`config.mk`:
```
export PLATFORM = sky130hd
export DESIGN_NAME = hss_div
export DESIGN_NICKNAME = d
export VERILOG_FILES = /design/src/design/heightmap_store_sampler_assert.svh /design/src/design/hss_pkg.sv /design/src/design/hss_div.sv
export SDC_FILE = /design/constraint.sdc
export NUM_CORES = 1
export LEC_CHECK = 0
export ABC_AREA = 1
export ABC_CLOCK_PERIOD_IN_PS = 4600
export BUFFER_PORTS_ARGS = -buffer_cell sky130_fd_sc_hd__buf_2
export CAP_MARGIN = 10
export CORE_MARGIN = 3
export CORE_UTILIZATION = 30
export CTS_CLUSTER_DIAMETER = 200
export CTS_CLUSTER_SIZE = 8
export DETAILED_ROUTE_END_ITERATION = 10
export SYNTH_ARGS = -nofsm -noshare
export SYNTH_HDL_FRONTEND = slang
export SYNTH_SLANG_ARGS = --single-unit
```
`constraint.sdc`:
```
create_clock -name clk -period 4.6 [get_ports clk]
set_clock_uncertainty 0.2 [all_clocks]
set_input_delay 0.46 -clock clk [delete_from_list [all_inputs] [get_ports clk]]
set_output_delay 0.46 -clock clk [all_outputs]
set_load 0.02 [all_outputs]
```
`src/design/heightmap_store_sampler_assert.svh`:
```
// Assertion macros for the height grid sampler.
// Included by design files that carry concurrent checks; no other dependencies.
`ifndef HEIGHTMAP_STORE_SAMPLER_ASSERT_SVH
`define HEIGHTMAP_STORE_SAMPLER_ASSERT_SVH
`ifndef ASSERT_OFF
`define HSS_ASSERT(lbl, prop, msg) \
  lbl: assert property (@(posedge clk) disable iff (!rst_n) prop) else $error(msg);
`define HSS_ASSERT_NR(lbl, prop, msg) \
  lbl: assert property (@(posedge clk) prop) else $error(msg);
`else
`define HSS_ASSERT(lbl, prop, msg)
`define HSS_ASSERT_NR(lbl, prop, msg)
`endif
`endif

```
`src/design/hss_pkg.sv`:
```
// Shared constants, codes and types of the height grid sampler.
// No dependencies.
package hss_pkg;
  localparam int GRID_SIZE_DEF = 64;
  localparam int FRAC_BITS_DEF = 8;

  localparam int CMD_W   = 2;
  localparam int POS_W   = 24;
  localparam int H_W     = 32;
  localparam int STAT_W  = 2;
  localparam int CFG_IDX_W = 2;
  localparam int CFG_W   = 32;
  localparam int ALIGN_W = 20;
  localparam int SPAN_W  = 31;

  localparam int NUM_W = 34;
  localparam int DEN_W = ALIGN_W + 1;
  localparam int QUO_W = NUM_W + 1;

  localparam logic [CMD_W-1:0] CMD_WRITE = 2'd0;
  localparam logic [CMD_W-1:0] CMD_BILIN = 2'd1;
  localparam logic [CMD_W-1:0] CMD_TRI   = 2'd2;

  localparam logic [STAT_W-1:0] STAT_OK      = 2'd0;
  localparam logic [STAT_W-1:0] STAT_OUTSIDE = 2'd1;
  localparam logic [STAT_W-1:0] STAT_SPAN    = 2'd2;

  localparam logic [CFG_IDX_W-1:0] CFG_ALIGN    = 2'd0;
  localparam logic [CFG_IDX_W-1:0] CFG_SPAN     = 2'd1;
  localparam logic [CFG_IDX_W-1:0] CFG_INIT_MIN = 2'd2;
  localparam logic [CFG_IDX_W-1:0] CFG_INIT_MAX = 2'd3;

  localparam logic [ALIGN_W-1:0] ALIGN_RST = 20'd50;
  localparam logic [SPAN_W-1:0]  SPAN_RST  = 31'd10000000;

  typedef struct packed {
    logic busy;
    logic done;
  } div_stat_t;
endpackage

```
`src/design/hss_div.sv`:
```
// Iterative restoring unsigned divider, one quotient bit per cycle.
// Depends on hss_pkg.
module hss_div #(
  parameter int NW = hss_pkg::NUM_W,
  parameter int DW = hss_pkg::DEN_W
) (
  input  logic              clk,
  input  logic              rst_n,
  input  logic              start,
  input  logic [NW-1:0]     num,
  input  logic [DW-1:0]     den,
  output hss_pkg::div_stat_t stat,
  output logic [NW-1:0]     quo,
  output logic [DW-1:0]     rem
);
  import hss_pkg::*;

  localparam int CNTW = $clog2(NW + 1);

  logic [CNTW-1:0] cnt_r;
  logic [NW-1:0]   quo_r;
  logic [DW-1:0]   rem_r;
  logic [DW-1:0]   den_r;
  logic            busy_r;
  logic            done_r;
  logic [DW:0]     trial;
  logic            fits;

  assign trial = {rem_r, quo_r[NW-1]};
  assign fits  = trial >= {1'b0, den_r};

  always_ff @(posedge clk) begin
    if (!rst_n) begin
      busy_r <= 1'b0;
      done_r <= 1'b0;
      cnt_r  <= '0;
    end else begin
      done_r <= 1'b0;
      if (start) begin
        busy_r <= 1'b1;
        cnt_r  <= CNTW'(NW);
        quo_r  <= num;
        rem_r  <= '0;
        den_r  <= den;
      end else if (busy_r) begin
        rem_r <= fits ? DW'(trial - {1'b0, den_r}) : DW'(trial);
        quo_r <= {quo_r[NW-2:0], fits};
        cnt_r <= cnt_r - 1'b1;
        if (cnt_r == CNTW'(1)) begin
          busy_r <= 1'b0;
          done_r <= 1'b1;
        end
      end
    end
  end

  assign stat.busy = busy_r;
  assign stat.done = done_r;
  assign quo = quo_r;
  assign rem = rem_r;
endmodule

```
Yosys cells after proc, flatten, opt, wreduce, memory -nomap -nowiden. Cells that the tools add are included.

Register bits: 84. Output and inout bits: 57. Bits in read-only memories: 0. Bits in writable memories: 0. Input bits: 58. Memories kept: 0. Latch bits: 0. Word-level logic and storage cells: 28.

Eq/ne operators: 1. Shift operators: 0. Magnitude comparators: 1. Reductions and logical operators: 5. Add/subtract/negate cells: 2. $mul: 0. Multiplexer cells: 10. Divide/modulo/power cells: 0. Bitwise logic cells: 2.

Operators with widths (number): 34-bit 2-to-1 mux (2); 21-bit 2-to-1 mux (2); 22-bit by 21-bit >= comparator with 1-bit output (1); 21-bit subtractor (1); 6-bit 2-to-1 mux (2); 6-bit by 1-bit equality test with 1-bit output, second input constant (1); 6-bit by 1-bit subtractor with 6-bit output, second input constant (1); 1-bit 2-to-1 mux (4); 2-bit AND reduction (2); 3-bit OR reduction (1); 1-bit NOT (2); 2-bit nonzero test (1); 2-bit OR reduction (1).

Depth between registers and ports, before layout.
Depth after elaboration: 4. Mapped depth: 14. Depth with buffers taken out: 14.

Worst setup path after synthesis. OpenSTA, ideal clock, no wires.

Path type: input-to-reg. From: in start. To: reg quo_r[0], in the netlist quo[0] (enable). Arrival time: 2.035 ns. Path slack: 1.951 ns. Stages: 3. Data required time: 3.986 ns. Setup time: 0.414 ns. Buffers on the path: 1. Cells stage by stage: clkbuf_1 nand2_1 nand2_1.

Cells in the longest elaborated chain, start to end: 2.

Ends and longest elaborated chain: from (decl) (line hss_div.sv:9) `input logic start,`; 2-bit nonzero test (no source line); 2-bit AND reduction (no source line); to (signal assigned) (line hss_div.sv:42) `quo_r <= num;`; to (signal assigned) (line hss_div.sv:47) `quo_r <= {quo_r[NW-2:0], fits};`; to (decl) (line hss_div.sv:21) `logic [NW-1:0] quo_r;`.

Every way passes these cells. A chain may end at the register's enable or synchronous reset.

Final worst setup path.
From: reg quo_r[33], in the netlist quo[33]. To: reg rem_r[17], in the netlist rem[17] (data pin).

Cells in the longest elaborated chain, start to end: 3. Elaborated cells on any way between the ends: 4. Classes of those cells: add/sub (1); order compare (1); mux (2).

Ends and longest elaborated chain: 21-bit subtractor or 22-bit by 21-bit >= comparator with 1-bit output (tied branches) (line hss_div.sv:46, hss_div.sv:30); 21-bit 2-to-1 mux (*) (line hss_div.sv:46) `rem_r <= fits ? DW'(trial - {1'b0, den_r}) : DW'(trial);`; 21-bit 2-to-1 mux (*) (line hss_div.sv:45) `end else if (busy_r) begin`; to (signal assigned) (line hss_div.sv:46); to (decl) (line hss_div.sv:22) `logic [DW-1:0] rem_r;`.

Every way passes the cells marked *; elsewhere a longest branch is shown, timed or not. The select of a mux whose other input is x is not followed.

==> flow_metrics.tcl <==
set metrics [dict create \
    internal_power_w 0.00157 \
    tns_ps 0 \
    routed_wl_um 12700 \
    timing.rr.end "rem[17]$_SDFFCE_PP0P_" \
    grt_remaining_overflow 0 \
    finalHoldViolCount 0 \
    finalMaxSlewViolations 0 \
    routed-via-count 4186 \
    slew_headroom_pct 39.9 \
    syn_nets 703 \
    synth_ff_type "edfxtp_1" \
    dieHeight_um 135 \
    dp_hpwl_um 9670 \
    hold_depth 1 \
    swShare_pct 34.5 \
    period_minus_slack_ps 2580 \
    post_cts_hold_buffer_count 0 \
    cts_setup_buffers 0 \
    setup_viol 0 \
    hold_start "den[15]" \
    placed_cell_area_um2 5720 \
    core_area_um2 16100 \
    grt_max_degree 38 \
    grt_pass1_wl_um 20900 \
    floorplan.initialDensity_pct 30.9 \
    whs_ps 84.3 \
    gp_congestion 0.848 \
    ys_types 34 \
    rows 46 \
    cap_violations 0 \
    io_pins 115 \
    cp_data_required_time_ps 4500 \
    wl_per_cell_um 13.3 \
    final_nets 815 \
    cts.path.max_buffers 2 \
    clock_latency_ps 350 \
    leakagePower_nw 3.06 \
    cp_max_fo 27 \
    firstDrtPassIters 4 \
    syn_area_um2 4960 \
    reg2reg_from "quo[33]$_DFFE_PP_" \
    vdd_ir_drop_max_mv 0.236 \
    max_freq_ghz 0.387 \
    fp.dieW_um 135 \
    powerDensity_nw_per_um2 399 \
    outcome "finished, final reports clean" \
    tightest_slew_ps 901 \
    fin_crit_sh_pct 56.2 \
    path_class "register to register" \
    clockRootBuffer "clkbuf_16" \
    drt_iter0_markers 212 \
    antenna_found_initial 2 \
    portBuffers 114 \
    ff2ff_path_depth 14 \
    netSwitchingPower_w 0.000828 \
    cts_resized 0 \
    critPathCaptureType "register" \
    path_clk_slew_ps 70 \
    via_per_inst 4.39 \
    cts-buffers-inserted 9 \
    drc 0 \
    clkPwrFrac_pct 29.7 \
    hold_class "input pin to register" \
    ys_ff_latch 84 \
    cts_tree "yes" \
    crit_path_start_kind "register" \
    grt_pass1_vias 4241 \
    grt_setup_unrepaired "no" \
    drive_gt1_share_pct 20.3 \
    synth_area_per_cell_um2 7.99 \
    ant_nets 0 \
    htree_levels 3 \
    arrival_ps 2490 \
    total_power_w 0.00240 \
    syn2layout_area_growth_pct 21.2 \
    grt_util_all_layers_pct 14.5 \
    r2r_slack_ps 2020 \
    diodes 0 \
    synth_cells 621 \
    fp.dieArea_um2 18100 \
    stdcell_area_um2 6010 \
    async_reset_ff_share_pct 0 \
    hold_end "den_r[15]$_DFFE_PP_" \
    power_frac_seq_pct 41.0 \
    synth-edff-count 76 \
    yosys_warnings 0 \
    cts_sinks 84 \
    ys_seq_area_share_pct 49.2 \
    pwr-share-comb_pct 29.3 \
]
## cells in the final DEF (no fill, tap or decap), types with 3 or more instances in the layout
cell | netlist | final
clkbuf_16 | 0 | 10
nand3_1 | 22 | 22
nand2_2 | 4 | 5
xor2_1 | 9 | 9
nand3b_1 | 4 | 4
clkinv_4 | 0 | 3
inv_1 | 86 | 86
o21ai_0 | 15 | 15
nor3b_1 | 3 | 3
nand2_1 | 244 | 243
nor2_1 | 64 | 64
dfxtp_1 | 8 | 8
ha_1 | 23 | 23
edfxtp_1 | 76 | 76
a21oi_1 | 15 | 15
nor3_1 | 5 | 5
o21ai_1 | 6 | 6
nor2_2 | 6 | 6
buf_2 | 1 | 114
## metrics by stage
step	instances	utilization, %	worst slack (ps)
after floorplan	621	-	1950
after global placement	938	35.6	1790
after detailed placement	938	35.6	1680
after CTS	954	37.5	1980
after global routing	954	37.5	1790
final	954	37.5	2020
## power groups by stage
stage / sequential, W / combinational (W) / clock [W]
5_1_grt: 0.000995 / 0.000801 / 0.000757
4_1_cts: 0.000985 / 0.000715 / 0.000733
2_1_floorplan: 0.00106 / 0.000460 / 0
6_report: 0.000983 / 0.000704 / 0.000713
3_3_place_gp: 0.00100 / 0.000704 / 0
3_5_place_dp: 0.000999 / 0.000711 / 0
## flip-flops by register name, summed over array words and instances (netlist names)
signal  count
cnt_r       6
done_r      1
busy_r      1
quo        34
rem        21
den_r      21
## cell type report
| class | instances | area, um2 |
|---|---|---|
| clock buffer | 11 | 254 |
| tap | 216 | 270 |
| timing repair buffer | 116 | 586 |
| fill | 1708 | 10000 |
| clock inverter | 5 | 36.3 |
| sequential | 84 | 2440 |
| inverter | 87 | 329 |
| multi-input combinational | 435 | 2100 |
## per-layer routing
layer	global-route usage (%)	up-vias	routed length [um]
met5	0	-	35
met4	3.00	4	112
met3	5.66	12	965
met2	23.8	125	5950
met1	18.3	1864	5630
li1	-	2181	-
## Yosys cell counts (all sizes together), types with 6 or more instances
cell    instances  area (um2)
dfxtp           8         160
a21oi          16        83.8
nand2         250         972
o21ai          21         105
xor2            9        78.8
buf             6        61.3
nor3            6        35.0
clkbuf          9        33.8
edfxtp         76        2280
inv            87         329
ha             23         288
nand3          22         110
nor2           71         289
## worst max path at each step
stage | from | to | cells after the start
floorplan | start | quo[0]$_DFFE_PP_ | 3
finish | quo[33]$_DFFE_PP_ | rem[17]$_SDFFCE_PP0P_ | 14
detailed placement | start | quo[19]$_DFFE_PP_ | 4
global route | quo[33]$_DFFE_PP_ | rem[16]$_SDFFCE_PP0P_ | 14
CTS | quo[33]$_DFFE_PP_ | rem[7]$_SDFFCE_PP0P_ | 13
global placement | start | quo[19]$_DFFE_PP_ | 4
## kinds of logic (layout without fill, tap and decap cells)
logic type,after synthesis,count (layout),share of synthesized area [%]
DFF,84,84,49.2
buffers and inverters,102,219,8.55
xor gates and xnor gates,9,9,1.59
and+or+nand+nor,362,362,30.2
adders and majority gates,24,24,6.20
AOI/OAI and AO/OA,40,40,4.26
## critical path, stage by stage (launching register included)
cell and delay (ps):
edfxtp_1 410, inv_1 80, ha_1 130, inv_1 80, fa_1 460, nand2_1 100
nand3_1 120, nand2_1 130, nand2_2 80, nand2_4 100, nand2_8 130, nand2_1 140
nand2_1 60, nand2_1 60, inv_1 30
Note: power is estimated with default switching activity, not from simulation.
